`src/hw/rtl/ssdw_pkg.sv`:
```
// package for the signed decimal seven-segment writer
// types, constants and the segment table; no dependencies
package ssdw_pkg;

    localparam int VALUE_W            = 32;
    localparam int ADDR_W             = 4;
    localparam int SEG_W              = 8;
    localparam int BCD_DIGITS         = 10;
    localparam int BCD_W              = 4 * BCD_DIGITS;
    localparam int DIGIT_CNT_W        = 4;
    localparam int DISPLAY_DIGITS_DEF = 8;

    localparam logic [SEG_W-1:0] PATTERN_ZERO  = 8'h7E;
    localparam logic [SEG_W-1:0] PATTERN_MINUS = 8'h01;
    localparam logic [SEG_W-1:0] PATTERN_BLANK = 8'h00;

    typedef enum logic [2:0] {
        ST_IDLE,
        ST_CONV,
        ST_CLEAR,
        ST_MINUS,
        ST_DIGIT
    } wr_state_t;

    typedef struct packed {
        logic                   done;
        logic [DIGIT_CNT_W-1:0] digit_count;
    } conv_status_t;

    function automatic logic [SEG_W-1:0] seg_pattern(input logic [3:0] digit);
        logic [SEG_W-1:0] pat;
        unique case (digit)
            4'd0:    pat = 8'h7E;
            4'd1:    pat = 8'h30;
            4'd2:    pat = 8'h6D;
            4'd3:    pat = 8'h79;
            4'd4:    pat = 8'h33;
            4'd5:    pat = 8'h5B;
            4'd6:    pat = 8'h5F;
            4'd7:    pat = 8'h70;
            4'd8:    pat = 8'h7F;
            4'd9:    pat = 8'h7B;
            default: pat = PATTERN_BLANK;
        endcase
        return pat;
    endfunction

endpackage

```
`src/hw/rtl/ssdw_value_if.sv`:
```
// valid/ready channel carrying one signed input value per item
// depends on ssdw_pkg
interface ssdw_value_if;
    logic                                 valid;
    logic                                 ready;
    logic signed [ssdw_pkg::VALUE_W-1:0]  value;

    modport source (output valid, output value, input ready);
    modport sink   (input valid, input value, output ready);
endinterface

```
`src/hw/rtl/ssdw_write_if.sv`:
```
// valid/ready channel carrying one display register write per item
// depends on ssdw_pkg
interface ssdw_write_if;
    logic                          valid;
    logic                          ready;
    logic [ssdw_pkg::ADDR_W-1:0]   reg_address;
    logic [ssdw_pkg::SEG_W-1:0]    seg_data;
    logic                          last;

    modport source (output valid, output reg_address, output seg_data, output last,
                    input ready);
    modport sink   (input valid, input reg_address, input seg_data, input last,
                    output ready);
endinterface

```
`src/hw/rtl/ssdw_bcd_conv.sv`:
```
// bit-serial binary to bcd converter, one input bit per cycle (shift and add-3)
// depends on ssdw_pkg
module ssdw_bcd_conv (
    input  logic                            clk,
    input  logic                            rst_n,
    input  logic                            start,
    input  logic [ssdw_pkg::VALUE_W-1:0]    mag,
    output ssdw_pkg::conv_status_t          status,
    output logic [ssdw_pkg::BCD_W-1:0]      bcd
);
    import ssdw_pkg::*;

    localparam int CNT_W = $clog2(VALUE_W);

    logic               busy_reg, busy_next;
    logic               done_reg, done_next;
    logic [CNT_W-1:0]   cnt_reg, cnt_next;
    logic [VALUE_W-1:0] bin_reg, bin_next;
    logic [BCD_W-1:0]   bcd_reg, bcd_next;
    logic [BCD_W-1:0]   bcd_adj;
    logic [DIGIT_CNT_W-1:0] digit_count;

    // add 3 to every digit of 5 or more before the shift
    always_comb
    begin
        for (int i = 0; i < BCD_DIGITS; i++)
        begin
            if (bcd_reg[4*i +: 4] >= 4'd5)
                bcd_adj[4*i +: 4] = bcd_reg[4*i +: 4] + 4'd3;
            else
                bcd_adj[4*i +: 4] = bcd_reg[4*i +: 4];
        end
    end

    always_comb
    begin
        busy_next = busy_reg;
        done_next = 1'b0;
        cnt_next  = cnt_reg;
        bin_next  = bin_reg;
        bcd_next  = bcd_reg;
        if (start)
        begin
            busy_next = 1'b1;
            cnt_next  = '0;
            bin_next  = mag;
            bcd_next  = '0;
        end
        else if (busy_reg)
        begin
            bcd_next = {bcd_adj[BCD_W-2:0], bin_reg[VALUE_W-1]};
            bin_next = {bin_reg[VALUE_W-2:0], 1'b0};
            cnt_next = cnt_reg + 1'b1;
            if (cnt_reg == CNT_W'(VALUE_W - 1))
            begin
                busy_next = 1'b0;
                done_next = 1'b1;
            end
        end
    end

    // highest nonzero digit sets the digit count
    always_comb
    begin
        digit_count = '0;
        for (int i = 0; i < BCD_DIGITS; i++)
        begin
            if (bcd_reg[4*i +: 4] != 4'd0)
                digit_count = DIGIT_CNT_W'(i + 1);
        end
    end

    always_ff @(posedge clk or negedge rst_n)
    begin
        if (!rst_n)
        begin
            busy_reg <= 1'b0;
            done_reg <= 1'b0;
            cnt_reg  <= '0;
        end
        else
        begin
            busy_reg <= busy_next;
            done_reg <= done_next;
            cnt_reg  <= cnt_next;
        end
    end

    always_ff @(posedge clk)
    begin
        bin_reg <= bin_next;
        bcd_reg <= bcd_next;
    end

    assign status.done        = done_reg;
    assign status.digit_count = digit_count;
    assign bcd                = bcd_reg;

endmodule

```
`src/hw/rtl/signed_decimal_seg7_writer.sv`:
```
// signed decimal to seven-segment display writer, top level
// depends on ssdw_pkg, ssdw_value_if, ssdw_write_if, ssdw_bcd_conv
//
//   port   dir     handshake     payload
//   cmd    sink    valid/ready   value (signed 32)
//   wr     source  valid/ready   reg_address (4), seg_data (8), last (1)
//
// one item is taken while idle; the serial bcd converter then takes its magnitude
// one input bit at a time, and the digits are captured when it reports done
// writes follow at one per cycle while wr is ready: DISPLAY_DIGITS zero-pattern
// writes, an optional minus, then up to DISPLAY_DIGITS digits
// a stalled wr channel holds the current write and pauses the run
// reset clears control state only; there is no clearing pass
module signed_decimal_seg7_writer #(
    parameter int DISPLAY_DIGITS = ssdw_pkg::DISPLAY_DIGITS_DEF
) (
    input  logic          clk,
    input  logic          rst_n,
    ssdw_value_if.sink    cmd,
    ssdw_write_if.source  wr
);
    import ssdw_pkg::*;

    localparam logic [ADDR_W-1:0] TOP_POS = ADDR_W'(DISPLAY_DIGITS);

    wr_state_t              state_reg, state_next;
    logic                   out_valid_reg, out_valid_next;
    logic [ADDR_W-1:0]      addr_reg, addr_next;
    logic [SEG_W-1:0]       data_reg, data_next;
    logic                   last_reg, last_next;
    logic                   neg_reg, neg_next;
    logic [BCD_W-1:0]       dig_reg, dig_next;
    logic [DIGIT_CNT_W-1:0] digs_reg, digs_next;
    logic [ADDR_W-1:0]      pos_reg, pos_next;

    logic                   accept;
    logic                   slot_free;
    logic                   zero_val;
    logic                   minus_ok;
    logic [ADDR_W-1:0]      dig_lim;
    logic [VALUE_W-1:0]     raw;
    logic [VALUE_W-1:0]     mag;
    conv_status_t           conv_status;
    logic [BCD_W-1:0]       conv_bcd;

    assign accept    = cmd.valid && cmd.ready;
    assign slot_free = !out_valid_reg || wr.ready;
    assign raw       = cmd.value;
    assign mag       = raw[VALUE_W-1] ? (~raw + 1'b1) : raw;
    assign zero_val  = (digs_reg == '0);
    assign minus_ok  = neg_reg && (ADDR_W'(digs_reg) < TOP_POS);
    assign dig_lim   = (ADDR_W'(digs_reg) < TOP_POS) ? ADDR_W'(digs_reg) : TOP_POS;

    ssdw_bcd_conv u_conv (
        .clk    (clk),
        .rst_n  (rst_n),
        .start  (accept),
        .mag    (mag),
        .status (conv_status),
        .bcd    (conv_bcd)
    );

    always_comb
    begin
        state_next = state_reg;
        unique case (state_reg)
            ST_IDLE:
                if (accept)
                    state_next = ST_CONV;
            ST_CONV:
                if (conv_status.done)
                    state_next = ST_CLEAR;
            ST_CLEAR:
                if (slot_free && (pos_reg == ADDR_W'(1)))
                begin
                    if (zero_val)
                        state_next = ST_IDLE;
                    else if (minus_ok)
                        state_next = ST_MINUS;
                    else
                        state_next = ST_DIGIT;
                end
            ST_MINUS:
                if (slot_free)
                    state_next = ST_DIGIT;
            ST_DIGIT:
                if (slot_free && (pos_reg == dig_lim))
                    state_next = ST_IDLE;
            default:
                state_next = ST_IDLE;
        endcase
    end

    always_comb
    begin
        out_valid_next = out_valid_reg && !wr.ready;
        addr_next      = addr_reg;
        data_next      = data_reg;
        last_next      = last_reg;
        neg_next       = neg_reg;
        dig_next       = dig_reg;
        digs_next      = digs_reg;
        pos_next       = pos_reg;
        unique case (state_reg)
            ST_IDLE:
                if (accept)
                    neg_next = raw[VALUE_W-1];
            ST_CONV:
                if (conv_status.done)
                begin
                    dig_next  = conv_bcd;
                    digs_next = conv_status.digit_count;
                    pos_next  = TOP_POS;
                end
            ST_CLEAR:
                if (slot_free)
                begin
                    out_valid_next = 1'b1;
                    addr_next      = pos_reg;
                    data_next      = PATTERN_ZERO;
                    last_next      = (pos_reg == ADDR_W'(1)) && zero_val;
                    if (pos_reg != ADDR_W'(1))
                        pos_next = pos_reg - 1'b1;
                end
            ST_MINUS:
                if (slot_free)
                begin
                    out_valid_next = 1'b1;
                    addr_next      = ADDR_W'(digs_reg) + 1'b1;
                    data_next      = PATTERN_MINUS;
                    last_next      = 1'b0;
                end
            ST_DIGIT:
                if (slot_free)
                begin
                    out_valid_next = 1'b1;
                    addr_next      = pos_reg;
                    data_next      = seg_pattern(dig_reg[3:0]);
                    last_next      = (pos_reg == dig_lim);
                    dig_next       = {4'd0, dig_reg[BCD_W-1:4]};
                    pos_next       = pos_reg + 1'b1;
                end
            default:
            begin
                out_valid_next = out_valid_reg && !wr.ready;
            end
        endcase
    end

    always_ff @(posedge clk or negedge rst_n)
    begin
        if (!rst_n)
        begin
            state_reg     <= ST_IDLE;
            out_valid_reg <= 1'b0;
        end
        else
        begin
            state_reg     <= state_next;
            out_valid_reg <= out_valid_next;
        end
    end

    always_ff @(posedge clk)
    begin
        addr_reg <= addr_next;
        data_reg <= data_next;
        last_reg <= last_next;
        neg_reg  <= neg_next;
        dig_reg  <= dig_next;
        digs_reg <= digs_next;
        pos_reg  <= pos_next;
    end

    assign cmd.ready      = (state_reg == ST_IDLE);
    assign wr.valid       = out_valid_reg;
    assign wr.reg_address = addr_reg;
    assign wr.seg_data    = data_reg;
    assign wr.last        = last_reg;

endmodule

```
`src/flat_wrapper.sv`:
```
// flat-port wrapper written by rule: the top's interface ports become plain ports
module signed_decimal_seg7_writer_flat import ssdw_pkg::*;
#(
    parameter int DISPLAY_DIGITS = ssdw_pkg::DISPLAY_DIGITS_DEF
)
  (clk, rst_n, cmd_valid, cmd_value, cmd_ready, wr_valid, wr_reg_address, wr_seg_data, wr_last, wr_ready);
  ssdw_value_if cmd_i ();
  ssdw_write_if wr_i ();
  input  logic clk;
  input  logic rst_n;
  input wire logic [$bits(cmd_i.valid)-1:0] cmd_valid;
  input wire logic [$bits(cmd_i.value)-1:0] cmd_value;
  output wire logic [$bits(cmd_i.ready)-1:0] cmd_ready;
  output wire logic [$bits(wr_i.valid)-1:0] wr_valid;
  output wire logic [$bits(wr_i.reg_address)-1:0] wr_reg_address;
  output wire logic [$bits(wr_i.seg_data)-1:0] wr_seg_data;
  output wire logic [$bits(wr_i.last)-1:0] wr_last;
  input wire logic [$bits(wr_i.ready)-1:0] wr_ready;
  assign cmd_i.valid = cmd_valid;
  assign cmd_i.value = cmd_value;
  assign cmd_ready = cmd_i.ready;
  assign wr_valid = wr_i.valid;
  assign wr_reg_address = wr_i.reg_address;
  assign wr_seg_data = wr_i.seg_data;
  assign wr_last = wr_i.last;
  assign wr_i.ready = wr_ready;
  signed_decimal_seg7_writer #(.DISPLAY_DIGITS(DISPLAY_DIGITS)) u_core (.clk(clk), .rst_n(rst_n), .cmd(cmd_i), .wr(wr_i));
endmodule
```
`config.mk`:
```
export PLATFORM = sky130hd
export DESIGN_NAME = signed_decimal_seg7_writer_flat
export DESIGN_NICKNAME = d
export VERILOG_FILES = /design/src/hw/rtl/ssdw_pkg.sv /design/src/hw/rtl/ssdw_value_if.sv /design/src/hw/rtl/ssdw_write_if.sv /design/src/hw/rtl/ssdw_bcd_conv.sv /design/src/hw/rtl/signed_decimal_seg7_writer.sv /design/src/flat_wrapper.sv
export SDC_FILE = /design/constraint.sdc
export NUM_CORES = 1
export LEC_CHECK = 0
export ABC_AREA = 0
export ABC_CLOCK_PERIOD_IN_PS = 5600
export BUFFER_PORTS_ARGS = -buffer_cell sky130_fd_sc_hd__buf_4
export CORE_AREA = 2 2 170 172
export DETAILED_ROUTE_END_ITERATION = 12
export DIE_AREA = 0 0 172 174
export SLEW_MARGIN = 20
export SYNTH_ARGS = -nofsm -noshare
export SYNTH_HDL_FRONTEND = slang
export SYNTH_HIERARCHICAL = 1
export SYNTH_SLANG_ARGS = --single-unit
```
`constraint.sdc`:
```
create_clock -name clk -period 5.6 [get_ports clk]
set_input_delay 0.56 -clock clk [delete_from_list [all_inputs] [get_ports clk]]
set_output_delay 0.56 -clock clk [all_outputs]
set_load 0.01 [all_outputs]
```
==> impl_metrics.tcl, run 1 <==
set metrics [dict create \
    max_slew_margin_pct 46.1 \
    dr_total_vias 6051 \
    multi_input_area_mm2 0.00402 \
    htreeDepth 4 \
    tightest_slew_ns 0.809 \
    core_region_area_mm2 0.0282 \
    post-route-util_pct 34.2 \
    setup_viol 0 \
    wl_um 17000 \
    antenna_cells 0 \
    nets 937 \
    worstPathMaxFanout 43 \
    drc 0 \
    min_period_ns 2.90 \
    cts_resized 0 \
    tns_ns 0 \
    cp.arrival_ns 3.25 \
    p_per_area_mw_per_mm2 467 \
    io_buffers 49 \
    tritoncts "done" \
    antenna_left 0 \
    grt_max_degree 85 \
    yosys.area.top_type "edfxtp_1" \
    avgSynthCellArea_um2 9.99 \
    hold_violations 0 \
    die_x_um 172 \
    drt-vias-per-instance 4.79 \
    critical_path.startpoint_type "register" \
    pre_cts_ws_ns 2.70 \
    cts-buffers-inserted 17 \
    setup_slack_ns 2.70 \
    hp-class "in2reg" \
    netlist-cell-type-count 64 \
    place_congestion 0.762 \
    synth_seq_cells 151 \
    status "completed" \
    routedWlPerCell_um 13.5 \
    syn_inst 834 \
    yosysWarnings 6 \
    start_util_pct 29.5 \
    slew_violations 0 \
    ys_seq_area_share_pct 48.1 \
    fmax_ghz 0.345 \
    p_leak_uw 0.00373 \
    postCtsSetupBuffers 0 \
    place_hpwl_um 11400 \
    syn_nets 904 \
    grt_pass1_vias 5602 \
    seq_area_mm2 0.00401 \
    area_growth_pct 15.8 \
    worst_hold_slack_ns 0.451 \
    grtUsageTotal_pct 11.8 \
    die_area_mm2 0.0299 \
    antenna_found_initial 0 \
    synth_ff_type "edfxtp_1" \
    drt_first_iter_violations 406 \
    clk_pin_slew_ns 0.07 \
    die_y_um 174 \
    synth_edf_count 93 \
    clock_latency_ns 0.43 \
    n_fill_cell 2877 \
    syn_area_mm2 0.00833 \
    rows 62 \
    cap_violations 0 \
    worst-setup-path-type "reg2reg" \
    ctsRootBufferMaster "clkbuf_16" \
    io_pins 51 \
    hold_buffers 1 \
    drive_gt1_share_pct 17.4 \
    skew_ns 0.0107 \
    grt_pass1_wl_um 28400 \
    synthTopCellsByArea "edfxtp_1 34%, dfxtp_1 11%, nand2_1 6.6%" \
    min_period_over_period_pct 51.8 \
    async_flop_share_pct 7.28 \
    grt_overflow 0 \
    dr.pass1.iters 5 \
    endpoint_kind "register" \
    clock_sinks 151 \
    vdd_drop_max_mv 0.248 \
    rsz0062_at_grt "no" \
    ctsLongestPathBuffers 2 \
    synthDominantCellAreaShare_pct 33.5 \
    critical_path_required_ns 5.95 \
]
power by group:
| part | switching, uW | internal [uW] | leakage, uW | total, uW |
|---|---|---|---|---|
| clock | 467 | 652 | 0.000278 | 1120 |
| combinational | 772 | 722 | 0.00202 | 1490 |
| sequential | 301 | 1590 | 0.00144 | 1890 |
| total | 1540 | 2970 | 0.00373 | 4510 |
cells in the mapped netlist, drive strengths merged, types with 7 or more instances:
| cell | n |
|---|---|
| o22ai | 19 |
| nor3b | 18 |
| xnor2 | 42 |
| edfxtp | 93 |
| dfxtp | 47 |
| ha | 34 |
| o31ai | 8 |
| nand3 | 20 |
| nand2 | 147 |
| inv | 37 |
| nand2b | 31 |
| and2 | 7 |
| dfrtp | 11 |
| mux2 | 41 |
| mux2i | 10 |
| o21ai | 47 |
| a211oi | 18 |
| clkbuf | 24 |
| nor2 | 41 |
| a21oi | 43 |
| buf | 17 |
per-layer routing:
metal,vias up,wire (um),global-route usage [%]
met1,2907,8160,16.0
met3,12,519,2.64
met2,96,8120,18.6
li1,3036,-,-
met5,-,0,0
met4,0,202,3.78
logic make-up after synthesis:
family	Yosys count	share of synthesized area, %
simple gates	299	17.9
compound gates	173	13.3
flops	151	48.1
buf+inv	78	3.78
mux	51	6.79
xor+xnor	47	4.94
fa+ha+maj	34	5.11
other cells	1	0.0450
cell type report:
| cell class | count | area share [%] |
|---|---|---|
| clock buffers | 19 | 4.81 |
| well taps | 384 | 4.98 |
| repair buffers | 55 | 4.31 |
| inverters | 37 | 1.44 |
| flip-flops and latches | 151 | 41.6 |
| clock inverters | 12 | 1.19 |
| multi-input cells | 605 | 41.7 |
stage by stage:
step | total power (uW) | area [um^2] | cells
finish | 4510 | 9650 | 1263
global route | 4840 | 9650 | 1263
CTS | 4540 | 9650 | 1263
detailed placement | 3400 | 9060 | 1231
global placement | 3360 | 9060 | 1231
floorplan | 3040 | 8330 | 834
critical path, stage by stage (launching register included):
cell	delay, ns
dfrtp_1	0.63
nor2b_1	0.31
a22oi_1	0.20
nor2_4	0.11
buf_4	0.46
mux2_2	0.43
ha_1	0.20
a311oi_1	0.28
a31oi_1	0.07
mux2i_1	0.13
cells in the final DEF, fill, tap and decap left out, types with 7 or more instances in the layout:
cell type,instances
o21ai_1,11
mux2i_1,9
a211oi_1,18
inv_1,37
o21ai_0,36
o31ai_1,7
dfxtp_1,47
a21oi_1,43
nand2b_1,29
mux2_2,41
edfxtp_1,93
dfrtp_1,10
xnor2_1,42
buf_4,54
nor2_1,40
o22ai_1,19
nand3_1,20
ha_1,34
clkbuf_16,18
nand2_1,146
nor3b_1,15
final timing paths:
| kind | from | endpoint | slack (ns) | cells past startpoint |
|---|---|---|---|---|
| worst min register to register | u_core/u_conv/bcd[39] | u_core/u_conv/bcd[39] | 0.48 | 2 |
| worst min-delay path | cmd_value[0] | u_core/u_conv/bin_reg[0] | 0.45 | 2 |
| worst max-delay path | u_core/state_reg[0] | register | 2.70 | 9 |
| min in group asynchronous | rst_n | u_core/u_conv/done_reg | 0.58 | 2 |
| max in group asynchronous | rst_n | u_core/u_conv/busy_reg | 4.84 | 2 |
| worst max register to register | u_core/state_reg[0] | register | 2.70 | 9 |
No activity file was read; power rests on OpenSTA's default activity.
==> run 2, diff against run 1 <==
Settings changed: ABC_CLOCK_PERIOD_IN_PS 5600 to 2400.
Clock period 5.6 ns to 2.4 ns, I/O delays scaled along.
==> impl_metrics.tcl, run 2 (same netlist as run 1, synthesis figures left out) <==
set metrics [dict create \
    status "completed" \
    layout_commonest_cell "nand2_1" \
    nets 965 \
    dr.pass1.iters 5 \
    clk_pin_slew_ns 0.06 \
    antenna_left 0 \
    cp-startpoint "u_core/state_reg[1]" \
    grt_pass1_vias 5908 \
    skew_ns 0.00727 \
    area_growth_pct 19.3 \
    antenna_found_initial 1 \
    max_slew_margin_pct 62.0 \
    slew_violations 0 \
    rows 62 \
    endpoint_kind "register" \
    die_y_um 174 \
    place_congestion 0.769 \
    ff2ff_path_depth 5 \
    wl_um 16900 \
    drt-vias-per-instance 4.63 \
    io_buffers 49 \
    clock_latency_ns 0.43 \
    setup_viol 0 \
    hp-class "in2reg" \
    final_cell_mix "145 x nand2_1, 93 x edfxtp_1, 80 x buf_4" \
    routedWlPerCell_um 13.1 \
    p_per_area_mw_per_mm2 1080 \
    place_hpwl_um 11700 \
    cp.arrival_ns 2.56 \
    io_pins 51 \
    core_region_area_mm2 0.0282 \
    hold_violations 0 \
    min_period_over_period_pct 92.2 \
    drive_gt1_share_pct 20.8 \
    grt_pass1_wl_um 29000 \
    grt_overflow 0 \
    die_x_um 172 \
    rsz0062_at_grt "no" \
    tritoncts "done" \
    vdd_drop_max_mv 0.578 \
    critical_path_required_ns 2.75 \
    reg2reg_setup_slack_ns 0.19 \
    post-route-util_pct 35.2 \
    timing.rr.start "u_core/state_reg[1]" \
    min_period_ns 2.21 \
    drt_first_iter_violations 335 \
    htreeDepth 4 \
    grt_max_degree 47 \
    critical_path.startpoint_type "register" \
    dr_total_vias 5993 \
    grtUsageTotal_pct 12.0 \
    worst-setup-path-type "reg2reg" \
    start_util_pct 29.5 \
    tightest_slew_ns 0.569 \
    ctsRootBufferMaster "clkbuf_16" \
    die_area_mm2 0.0299 \
    cap_violations 0 \
    fmax_ghz 0.452 \
    p_leak_uw 0.00391 \
    drc 0 \
    worstPathMaxFanout 9 \
    cts-buffers-inserted 17 \
    clock_sinks 151 \
    ctsLongestPathBuffers 2 \
    tns_ns 0 \
]
-- run 2: changes by cell type in the layout (fill, tap and decap cells not counted), moves of 2 or more --
| cell | previous run | this run |
|---|---|---|
| clkinvlp_4 | 3 | 1 |
| nor2b_1 | 6 | 4 |
| nor2b_4 | 0 | 2 |
| clkinv_2 | 2 | 4 |
| buf_4 | 54 | 80 |
| buf_12 | 0 | 2 |
-- run 2: repair_timing --
action | 4_1_cts | 5_1_grt
hold buffers | 1 | 0
setup endpoints to repair | 0 | 2
setup buffers | 0 | 1
hold endpoints to repair | 11 | 0
resized for setup | 0 | 1
-- run 2: worst min-delay path by stage --
stage,from,endpoint,slack (ns),cells after the start
3_5_place_dp,rst_n,u_core/u_conv/cnt_reg[0],0.09,1
5_1_grt,cmd_value[0],u_core/u_conv/bin_reg[0],0.12,2
3_3_place_gp,rst_n,u_core/u_conv/cnt_reg[0],0.09,1
4_1_cts,cmd_value[0],u_core/u_conv/bin_reg[0],0.10,2
2_1_floorplan,rst_n,u_core/state_reg[0],-0.06,0
6_report,cmd_value[0],u_core/u_conv/bin_reg[0],0.13,2
-- run 2: stage by stage --
stage	power [uW]	instances	hold slack, ns	cell area (um^2)	setup slack [ns]
final	10700	1293	0.125	9940	0.188
after global routing	11600	1293	0.115	9940	0.0610
after CTS	10800	1291	0.100	9930	0.0881
after detailed placement	8080	1258	0.0922	9330	-0.0407
after global placement	7970	1258	0.0934	9330	-0.0298
after floorplan	7110	834	-0.0556	8390	-0.0650
-- run 2: per-layer routing --
layer  vias up  part of all wire, %  GRT usage, %  routed length (um)
li1       3087                    -             -                   -
met1      2818                   50          16.2                8440
met2        73                   46          18.8                7720
met3        15                  3.2          2.76                 535
met4         0                  1.5          4.73                 246
met5         -                    0             0                   0
-- run 2: cell type report --
cell class              count  area, um^2
flip-flops and latches    151        4010
multi-input cells         605        4070
clock buffers              18         439
repair buffers             83         651
diodes                      1        2.50
fillers                  2854       18300
well taps                 384         480
inverters                  37         139
clock inverters            14         146
-- run 2: worst max-delay path, cell delays in order (launching register included) --
cell     delay, ns
dfrtp_1       0.42
or3b_1        0.58
mux2i_1       0.36
a31o_2        0.30
mux2_2        0.35
mux2i_1       0.13
-- run 2: power by group --
part           switching, uW  leakage [uW]  internal, uW  total [uW]
Clock                   1100      0.000291          1560        2670
Sequential               667       0.00144          3710        4380
Combinational           1850       0.00218          1810        3660
Total                   3620       0.00391          7090       10700
